## src/rtl/scd_pkg.sv

```systemverilog
`timescale 1ns / 1ps

package scd_pkg;

  // result status codes
  typedef enum logic [2:0] {
    ST_DONE     = 3'd0,
    ST_POSTED   = 3'd1,
    ST_NODEV    = 3'd2,
    ST_INVREQ   = 3'd3,
    ST_INTERR   = 3'd4,
    ST_BADBLOCK = 3'd5,
    ST_BADFIELD = 3'd6
  } status_e;

  // command classes
  typedef enum logic [3:0] {
    KIND_LUNS    = 4'd0,
    KIND_TUR     = 4'd1,
    KIND_INQ     = 4'd2,
    KIND_CAP10   = 4'd3,
    KIND_CAP16   = 4'd4,
    KIND_READ    = 4'd5,
    KIND_WRITE   = 4'd6,
    KIND_FLUSH   = 4'd7,
    KIND_UNMAP   = 4'd8,
    KIND_INVALID = 4'd9
  } kind_e;

  // opcodes
  localparam logic [7:0] OP_TUR      = 8'h00;
  localparam logic [7:0] OP_READ6    = 8'h08;
  localparam logic [7:0] OP_WRITE6   = 8'h0A;
  localparam logic [7:0] OP_INQUIRY  = 8'h12;
  localparam logic [7:0] OP_CAP10    = 8'h25;
  localparam logic [7:0] OP_READ10   = 8'h28;
  localparam logic [7:0] OP_WRITE10  = 8'h2A;
  localparam logic [7:0] OP_SYNC10   = 8'h35;
  localparam logic [7:0] OP_UNMAP    = 8'h42;
  localparam logic [7:0] OP_READ16   = 8'h88;
  localparam logic [7:0] OP_WRITE16  = 8'h8A;
  localparam logic [7:0] OP_SYNC16   = 8'h91;
  localparam logic [7:0] OP_SA_IN    = 8'h9E;
  localparam logic [7:0] OP_LUNS     = 8'hA0;
  localparam logic [7:0] OP_READ12   = 8'hA8;
  localparam logic [7:0] OP_WRITE12  = 8'hAA;

  localparam logic [4:0] SA_CAP16    = 5'h10;

  // opcode group field (opcode bits 7:5)
  localparam logic [2:0] GRP_SIX     = 3'b000;
  localparam logic [2:0] GRP_TEN_A   = 3'b001;
  localparam logic [2:0] GRP_TEN_B   = 3'b010;
  localparam logic [2:0] GRP_SIXTEEN = 3'b100;

  // inquiry vital product data pages that are served
  localparam logic [7:0] VPD_SUPPORTED = 8'h00;
  localparam logic [7:0] VPD_SERIAL    = 8'h80;
  localparam logic [7:0] VPD_DEVID     = 8'h83;
  localparam logic [7:0] VPD_LIMITS    = 8'hB0;
  localparam logic [7:0] VPD_PROVISION = 8'hB2;

  localparam logic [31:0] UNMAP_MIN_LEN   = 32'd8;
  localparam logic [31:0] SIX_ZERO_COUNT  = 32'd256;

  // register map
  localparam int unsigned  ADDR_W        = 5;
  localparam logic [ADDR_W-1:0] ADDR_CAPACITY = 5'd0;
  localparam logic [ADDR_W-1:0] ADDR_BLKSIZE  = 5'd8;
  localparam logic [ADDR_W-1:0] ADDR_MAXXFER  = 5'd16;

  localparam logic [63:0] CAPACITY_RST = 64'd0;
  localparam logic [31:0] BLKSIZE_RST  = 32'd512;
  localparam logic [31:0] MAXXFER_RST  = 32'd65536;

  // decoded command, first stage output
  typedef struct packed {
    kind_e       kind;
    status_e     status;   // final status unless chk is set
    logic        chk;      // unit present and read, write or flush
    logic        is_flush;
    logic        mul;      // byte length is counted (read or write)
    logic        buf_ok;
    logic [63:0] lba;
    logic [31:0] cnt;
    logic        fua;
  } dec_t;

endpackage

```

## src/rtl/scd_decode.sv

```systemverilog
`timescale 1ns / 1ps

module scd_decode (
  input  logic [63:0]  cdb_head_i,
  input  logic [63:0]  cdb_tail_i,
  input  logic         unit_present_i,
  input  logic         buffer_present_i,
  input  logic [31:0]  buffer_length_i,
  output scd_pkg::dec_t dec_o
);
  import scd_pkg::*;

  logic [7:0] op;
  logic [7:0] b1;
  logic [7:0] b2;
  logic [7:0] b4;
  logic       rw;
  kind_e      kind;
  status_e    status;
  logic [63:0] lba;
  logic [31:0] cnt;
  logic        fua;

  assign op = cdb_head_i[63:56];
  assign b1 = cdb_head_i[55:48];
  assign b2 = cdb_head_i[47:40];
  assign b4 = cdb_head_i[31:24];

  // opcode classification
  always_comb begin
    unique case (op) inside
      OP_LUNS:    kind = KIND_LUNS;
      OP_TUR:     kind = KIND_TUR;
      OP_INQUIRY: kind = KIND_INQ;
      OP_CAP10:   kind = KIND_CAP10;
      OP_SA_IN:   kind = (b1[4:0] == SA_CAP16) ? KIND_CAP16 : KIND_INVALID;
      OP_READ6, OP_READ10, OP_READ12, OP_READ16:     kind = KIND_READ;
      OP_WRITE6, OP_WRITE10, OP_WRITE12, OP_WRITE16: kind = KIND_WRITE;
      OP_SYNC10, OP_SYNC16: kind = KIND_FLUSH;
      OP_UNMAP:   kind = KIND_UNMAP;
      default:    kind = KIND_INVALID;
    endcase
  end

  assign rw = (kind == KIND_READ) || (kind == KIND_WRITE) || (kind == KIND_FLUSH);

  // block address and count layout by opcode group
  always_comb begin
    lba = '0;
    cnt = '0;
    fua = 1'b0;
    if (rw) begin
      case (op[7:5]) inside
        GRP_SIX: begin
          lba = {43'd0, b1[4:0], b2, cdb_head_i[39:32]};
          cnt = (b4 == 8'd0) ? SIX_ZERO_COUNT : {24'd0, b4};
        end
        GRP_TEN_A, GRP_TEN_B: begin
          lba = {32'd0, cdb_head_i[47:16]};
          cnt = {16'd0, cdb_head_i[7:0], cdb_tail_i[63:56]};
          fua = b1[3];
        end
        GRP_SIXTEEN: begin
          lba = {cdb_head_i[47:0], cdb_tail_i[63:48]};
          cnt = cdb_tail_i[47:16];
          fua = b1[3];
        end
        default: begin
          lba = {32'd0, cdb_head_i[47:16]};
          cnt = {cdb_head_i[15:0], cdb_tail_i[63:48]};
          fua = b1[3];
        end
      endcase
      if (kind == KIND_FLUSH) begin
        fua = 1'b0;
      end
    end
  end

  // status of everything but the buffer, limit and block range checks of reads, writes and flushes
  always_comb begin
    status = ST_DONE;
    if (!unit_present_i) begin
      if (kind == KIND_LUNS) begin
        status = buffer_present_i ? ST_DONE : ST_INTERR;
      end else begin
        status = ST_NODEV;
      end
    end else begin
      case (kind)
        KIND_LUNS, KIND_CAP10, KIND_CAP16: begin
          status = buffer_present_i ? ST_DONE : ST_INTERR;
        end
        KIND_TUR: status = ST_DONE;
        KIND_INQ: begin
          if (!buffer_present_i) begin
            status = ST_INTERR;
          end else if (b1[0]) begin
            status = (b2 == VPD_SUPPORTED || b2 == VPD_SERIAL || b2 == VPD_DEVID ||
                      b2 == VPD_LIMITS || b2 == VPD_PROVISION) ? ST_DONE : ST_BADFIELD;
          end else begin
            status = ST_DONE;
          end
        end
        KIND_UNMAP: begin
          if (!buffer_present_i || (buffer_length_i < UNMAP_MIN_LEN)) begin
            status = ST_INTERR;
          end else if (b1[0]) begin
            status = ST_BADFIELD;
          end else begin
            status = ST_POSTED;
          end
        end
        KIND_READ, KIND_WRITE, KIND_FLUSH: status = ST_DONE;
        default: status = ST_INVREQ;
      endcase
    end
  end

  assign dec_o.kind     = kind;
  assign dec_o.status   = status;
  assign dec_o.chk      = unit_present_i && rw;
  assign dec_o.is_flush = (kind == KIND_FLUSH);
  assign dec_o.mul      = (kind == KIND_READ) || (kind == KIND_WRITE);
  assign dec_o.buf_ok   = buffer_present_i;
  assign dec_o.lba      = lba;
  assign dec_o.cnt      = cnt;
  assign dec_o.fua      = fua;

endmodule

```

## src/rtl/scsi_cdb_decode_and_range_check.sv

```systemverilog
`timescale 1ns / 1ps

// each input item is registered in every stage before its result item is valid
// throughput: one item per cycle unless m_axis_tready stalls; stages are decode, multiply/add, compare
// the 32x32 length multiply and the 64-bit range compares set the stage depth
// reset: asynchronous, active low; clears pipeline valids and loads register
// defaults (capacity 0, block size 512, max transfer 65536)

module scsi_cdb_decode_and_range_check (
  input  logic                      clk_i,
  input  logic                      rst_ni,
  // input item
  input  logic                      s_axis_tvalid,
  output logic                      s_axis_tready,
  // [63:0] cdb_head, [127:64] cdb_tail, [128] unit_present,
  // [129] buffer_present, [161:130] buffer_length, [167:162] zero
  input  logic [167:0]              s_axis_tdata,
  // result item
  output logic                      m_axis_tvalid,
  input  logic                      m_axis_tready,
  // [2:0] status, [6:3] command_kind, [70:7] start_block,
  // [102:71] block_total, [103] force_unit_access, [167:104] byte_length
  output logic [167:0]              m_axis_tdata,
  // configuration
  input  logic                      psel,
  input  logic                      penable,
  input  logic                      pwrite,
  input  logic [scd_pkg::ADDR_W-1:0] paddr,
  input  logic [63:0]               pwdata,
  output logic [63:0]               prdata,
  output logic                      pready
);
  import scd_pkg::*;

  // configuration registers
  logic [63:0] capacity_q;
  logic [31:0] blksize_q;
  logic [31:0] maxxfer_q;
  logic        cfg_wr;

  assign pready = 1'b1;
  assign cfg_wr = psel && penable && pwrite;

  always_ff @(posedge clk_i or negedge rst_ni) begin
    if (!rst_ni) begin
      capacity_q <= CAPACITY_RST;
      blksize_q  <= BLKSIZE_RST;
      maxxfer_q  <= MAXXFER_RST;
    end else if (cfg_wr) begin
      if (paddr == ADDR_CAPACITY) capacity_q <= pwdata;
      if (paddr == ADDR_BLKSIZE)  blksize_q  <= pwdata[31:0];
      if (paddr == ADDR_MAXXFER)  maxxfer_q  <= pwdata[31:0];
    end
  end

  // register read
  always_comb begin
    unique case (paddr)
      ADDR_CAPACITY: prdata = capacity_q;
      ADDR_BLKSIZE:  prdata = {32'd0, blksize_q};
      ADDR_MAXXFER:  prdata = {32'd0, maxxfer_q};
      default:       prdata = '0;
    endcase
  end

  // pipeline flow control
  logic v1_q, v2_q, v3_q;
  logic rdy1, rdy2, rdy3;

  assign rdy3 = !v3_q || m_axis_tready;
  assign rdy2 = !v2_q || rdy3;
  assign rdy1 = !v1_q || rdy2;
  assign s_axis_tready = rdy1;

  always_ff @(posedge clk_i or negedge rst_ni) begin
    if (!rst_ni) begin
      v1_q <= 1'b0;
      v2_q <= 1'b0;
      v3_q <= 1'b0;
    end else begin
      if (rdy1) v1_q <= s_axis_tvalid;
      if (rdy2) v2_q <= v1_q;
      if (rdy3) v3_q <= v2_q;
    end
  end

  // stage 1: opcode decode and field extraction
  dec_t        dec_d;
  dec_t        dec1_q;
  logic [31:0] blen1_q;

  scd_decode u_decode (
    .cdb_head_i       (s_axis_tdata[63:0]),
    .cdb_tail_i       (s_axis_tdata[127:64]),
    .unit_present_i   (s_axis_tdata[128]),
    .buffer_present_i (s_axis_tdata[129]),
    .buffer_length_i  (s_axis_tdata[161:130]),
    .dec_o            (dec_d)
  );

  always_ff @(posedge clk_i) begin
    if (rdy1 && s_axis_tvalid) begin
      dec1_q  <= dec_d;
      blen1_q <= s_axis_tdata[161:130];
    end
  end

  // stage 2: byte length product and end block sum
  logic [63:0] bytes_d;
  logic [64:0] end_d;
  dec_t        dec2_q;
  logic [31:0] blen2_q;
  logic [63:0] bytes2_q;
  logic [64:0] end2_q;

  assign bytes_d = dec1_q.mul ? (64'(dec1_q.cnt) * 64'(blksize_q)) : 64'd0;
  assign end_d   = {1'b0, dec1_q.lba} + {33'd0, dec1_q.cnt};

  always_ff @(posedge clk_i) begin
    if (rdy2 && v1_q) begin
      dec2_q   <= dec1_q;
      blen2_q  <= blen1_q;
      bytes2_q <= bytes_d;
      end2_q   <= end_d;
    end
  end

  // stage 3: buffer, limit and range checks
  status_e     status_d;
  status_e     status3_q;
  kind_e       kind3_q;
  logic [63:0] lba3_q;
  logic [31:0] cnt3_q;
  logic        fua3_q;
  logic [63:0] bytes3_q;

  always_comb begin
    status_d = dec2_q.status;
    if (dec2_q.chk) begin
      if (!dec2_q.is_flush && (!dec2_q.buf_ok || ({32'd0, blen2_q} < bytes2_q) ||
                               (bytes2_q > {32'd0, maxxfer_q}))) begin
        status_d = ST_INTERR;
      end else if (dec2_q.cnt == 32'd0) begin
        status_d = ST_DONE;
      end else if (end2_q[64] || (end2_q[63:0] > capacity_q)) begin
        status_d = ST_BADBLOCK;
      end else begin
        status_d = ST_POSTED;
      end
    end
  end

  always_ff @(posedge clk_i) begin
    if (rdy3 && v2_q) begin
      status3_q <= status_d;
      kind3_q   <= dec2_q.kind;
      lba3_q    <= dec2_q.lba;
      cnt3_q    <= dec2_q.cnt;
      fua3_q    <= dec2_q.fua;
      bytes3_q  <= bytes2_q;
    end
  end

  // result item
  assign m_axis_tvalid = v3_q;
  assign m_axis_tdata  = {bytes3_q, fua3_q, cnt3_q, lba3_q, kind3_q, status3_q};

endmodule

```

## config.mk

```make
export PLATFORM = sky130hd
export DESIGN_NAME = scsi_cdb_decode_and_range_check
export DESIGN_NICKNAME = d
export VERILOG_FILES = /design/src/rtl/scd_pkg.sv /design/src/rtl/scd_decode.sv /design/src/rtl/scsi_cdb_decode_and_range_check.sv
export SDC_FILE = /design/constraint.sdc
export NUM_CORES = 2
export LEC_CHECK = 0
export ABC_AREA = 1
export ABC_CLOCK_PERIOD_IN_PS = 21800
export CAP_MARGIN = 20
export CORE_AREA = 4 4 284 565
export CTS_BUF_LIST = sky130_fd_sc_hd__clkbuf_16
export DETAILED_ROUTE_END_ITERATION = 7
export DIE_AREA = 0 0 288 569
export DONT_BUFFER_PORTS = 1
export MAX_ROUTING_LAYER = met4
export PLACE_DENSITY = 0.59
export SLEW_MARGIN = 20
export SYNTH_ARGS = -nofsm -noshare
export SYNTH_HDL_FRONTEND = slang
export SYNTH_SLANG_ARGS = --single-unit
```

## constraint.sdc

```tcl
create_clock -name clk_i -period 21.8 [get_ports clk_i]
set_input_delay 3.27 -clock clk_i [delete_from_list [all_inputs] [get_ports clk_i]]
set_output_delay 3.27 -clock clk_i [all_outputs]
set_load 0.01 [all_outputs]
```

==> metrics.log <==
INFO  metric tritoncts = done
INFO  metric clock-sinks = 707
INFO  metric die_height = 569 um
INFO  metric firstDrtPassIters = 6
INFO  metric hold_violations_final = 0
INFO  metric starting_density = 42.9%
INFO  metric gr-usage-all-layers = 30.7%
INFO  metric syn-cell-area = 0.0668 mm^2
INFO  metric detail_route.drc_violations = 0
INFO  metric placeableCoreArea = 0.156 mm^2
INFO  metric cts-resized-gates = 0
INFO  metric power.density_cell_area = 85.0 mW/mm^2
INFO  metric wirelength = 245 mm
INFO  metric timing.max_cap.violations = 0
INFO  metric leakage = 0.0366 uW
INFO  metric timing.critical_path.arrival = 9.01 ns
INFO  metric synthesis.nets = 9,087
INFO  metric fp-row-count = 205
INFO  metric design.final.nets = 8,939
INFO  metric period_share = 39.4%
INFO  metric n_fill_cell = 15.1k
INFO  metric grt_start_max_net_pins = 132
INFO  metric synth_async_sr_flop_share = 18.5%
INFO  metric drt_iter0_markers = 3,557
INFO  metric p_seq_share = 33.7%
INFO  metric postCtsHoldBufs = 0
INFO  metric worst_ir_drop_vdd = 0.101 mV
INFO  metric globalplace.congestion = 1.01
INFO  metric status = finished clean
INFO  metric worstSetupPathType = reg -> reg
INFO  metric wl_per_cell = 25.8 um
INFO  metric final_layout_size_suffix_gt1_share = 3.42%
INFO  metric place.port_buffers = 0
INFO  metric post_cts_repair_timing_setup_buffer_count = 0
INFO  metric timing.critical_path.to_type = register
INFO  metric fin_skew = 0.0465 ns
INFO  metric grt_setup_unrepaired = no
INFO  metric syn_inst = 7,524
INFO  metric synth-seq-area-share = 30.8%
INFO  metric area_taken_by_flip_flops_and_latches = 0.0206 mm^2
INFO  metric cts_made_buffers = 60
INFO  metric share_comb_of_total_power = 47.9%
INFO  metric global_route.overflow_total = 0
INFO  metric synth_cell_type_count = 53
INFO  metric io_pins = 479
INFO  metric timing_worst_slew_pin_value = 1.03 ns
INFO  metric multiInputGateArea = 0.0378 mm^2
INFO  metric clk_path_buf_depth = 3
INFO  metric critical_path_peak_fanout = 25
INFO  metric cp-start-kind = register
INFO  metric grt_antenna_before_repair = 16
INFO  metric routed-via-count = 50.5k
INFO  metric vias_per_cell = 5.31
INFO  metric first_global_vias = 53.2k
INFO  metric final-max-slew-violation-count = 0
INFO  metric yosys_warnings = 0
INFO  metric final_antenna_net_count = 0
INFO  metric clk_latency_worst_skew_pair = 0.71 ns
INFO  metric die_x = 288 um
INFO  metric internal-power = 3240 uW
INFO  metric setup_viol = 0
INFO  metric library_cell_used_as_clock_root_buffer = clkbuf_16
INFO  metric timing.setup.tns = 0 ns
INFO  metric synth_to_final_area_change = 6.26%
INFO  metric swShare = 46.3%
INFO  metric r2r_setup_slack = 13.20 ns
INFO  metric total_switching_power = 2790 uW
INFO  metric cts-htree-levels = 2
INFO  metric grt_pass1_wl = 350 mm
INFO  metric average_size_of_a_mapped_cell = 8.88 um^2
INFO  metric floorplan.die_area = 0.164 mm^2
INFO  metric synth_enable_flop_cells = 576
INFO  metric clock_power_share = 18.4%
INFO  metric finalWorstPathRequiredPeriod = 8.60 ns
INFO  metric synth.ff_latch_count = 707
INFO  metric worst_slew_margin_rel = 31.3%
INFO  metric dpl.hpwl = 197 mm
INFO  metric report.power.total = 6030 uW
INFO  metric critical_path_required = 22.21 ns
INFO  metric cts.reportedPaths.clkPinSlew = 0.08 ns
INFO  metric worstHoldPathType = reg -> reg
INFO  metric yosys_most_used_dff = edfxtp_1
INFO  metric max_freq = 116 MHz
[cell families after synthesis]
logic type	share of synthesized area, %
muxes	0.539
buffers and inverters	12.7
DFF	30.8
AOI/OAI and AO/OA	5.93
and+or+nand+nor	14.6
xor gates and xnor gates	0.721
adders and majority gates	34.8
other	0.00561
[synth_stat cells (all sizes together) (47+ instances only)]
cell	instances	area [um^2]
inv	1950	7320
nand2	1765	6630
fa	897	18000
edfxtp	576	17300
nor2	471	1780
ha	422	5280
a21oi	277	1390
clkbuf	263	987
o21ai	252	1270
dfrtp	129	3230
nand3	93	465
nor3	47	235
[cell type report]
| class | count | area share (%) |
|---|---|---|
| clock inverter | 51 | 0.654 |
| antenna | 21 | 0.0740 |
| multi-input combinational | 4570 | 53.3 |
| inverter | 1950 | 10.3 |
| sequential | 707 | 29.0 |
| tap | 2070 | 3.65 |
| clock buffer | 60 | 2.11 |
| timing repair buffer | 87 | 0.925 |
[power groups by stage]
stage	clock network, uW	registers, uW	logic [uW]
detailed placement	0	2070	2880
global route	1180	2050	3130
finish	1110	2030	2890
CTS	1130	2040	2910
floorplan	0	1990	1660
global placement	0	2060	2860
[final timing paths]
check                      cells past startpoint                         end                      from
setup / recovery                              25  bytes2_q[45]$_SDFFCE_PN0P_  dec1_q[18]$_SDFFCE_PP0P_
hold / removal                                 0       blen2_q[10]$_DFFE_PP_     blen1_q[10]$_DFFE_PP_
setup reg to reg                              25  bytes2_q[45]$_SDFFCE_PN0P_  dec1_q[18]$_SDFFCE_PP0P_
hold reg to reg                                0       blen2_q[10]$_DFFE_PP_     blen1_q[10]$_DFFE_PP_
max in group asynchronous                      0   maxxfer_q[16]$_DFFE_PN1P_                    rst_ni
min in group asynchronous                      0  capacity_q[60]$_DFFE_PN0P_                    rst_ni
[through the flow]
step | std cells | util (%) | area [um^2] | setup WS [ns] | hold WS [ns]
finish | 9516 | 45.5 | 71000 | 13.20 | 0.393
global route | 9516 | 45.5 | 71000 | 12.98 | 0.404
CTS | 9495 | 45.5 | 70900 | 13.29 | 0.399
detailed placement | 9384 | 44.2 | 69000 | 13.30 | 0.405
global placement | 9384 | 44.2 | 69000 | 13.29 | 0.401
floorplan | 7524 | - | 66800 | 9.71 | 0.400
[worst max-delay path: stages (launching register included)]
cell	delay (ns)
edfxtp_1	0.77
buf_4	0.53
nand2_1	0.09
inv_1	0.09
fa_1	0.41
inv_1	0.08
fa_1	0.44
fa_1	0.47
fa_1	0.54
inv_1	0.05
fa_1	0.47
fa_1	0.53
fa_1	0.55
inv_1	0.06
fa_1	0.55
inv_1	0.05
ha_1	0.44
a21oi_1	0.30
o21ai_0	0.26
a21oi_1	0.38
nand2_1	0.30
nand2_1	0.12
nand2_1	0.12
nand2_1	0.11
nand3_1	0.08
a21oi_1	0.49
[metal layers]
metal  wire (um)  global-route usage (%)
met2      131000                    55.3
met3       13300                    4.30
met1       70500                    26.6
met4       30700                    29.7
met5           0                       -
[placed cells by master, fill, tap and decap left out, types with 32 or more instances in the layout]
| cell type | instances |
|---|---|
| nor2_1 | 467 |
| clkbuf_16 | 60 |
| nand2_1 | 1761 |
| dfrtp_1 | 117 |
| o221ai_1 | 32 |
| nand3_1 | 93 |
| a21oi_1 | 275 |
| o21ai_0 | 239 |
| inv_1 | 1945 |
| buf_4 | 86 |
| nand4_1 | 45 |
| ha_1 | 422 |
| edfxtp_1 | 576 |
| xor2_1 | 44 |
| fa_1 | 897 |
| nor3_1 | 47 |
[flip-flops by register name, summed over array words and instances, names as in the netlist]
signal and cells:
dec1_q 108, dec2_q 107, end2_q 65, bytes2_q 64, bytes3_q 64, capacity_q 64, lba3_q 64, blen1_q 32
blen2_q 32, blksize_q 32, cnt3_q 32, maxxfer_q 32, kind3_q 4, status3_q 3, fua3_q 1, m_axis_tvalid 1
v1_q 1, v2_q 1
Note: power is estimated with default switching activity, not from simulation.
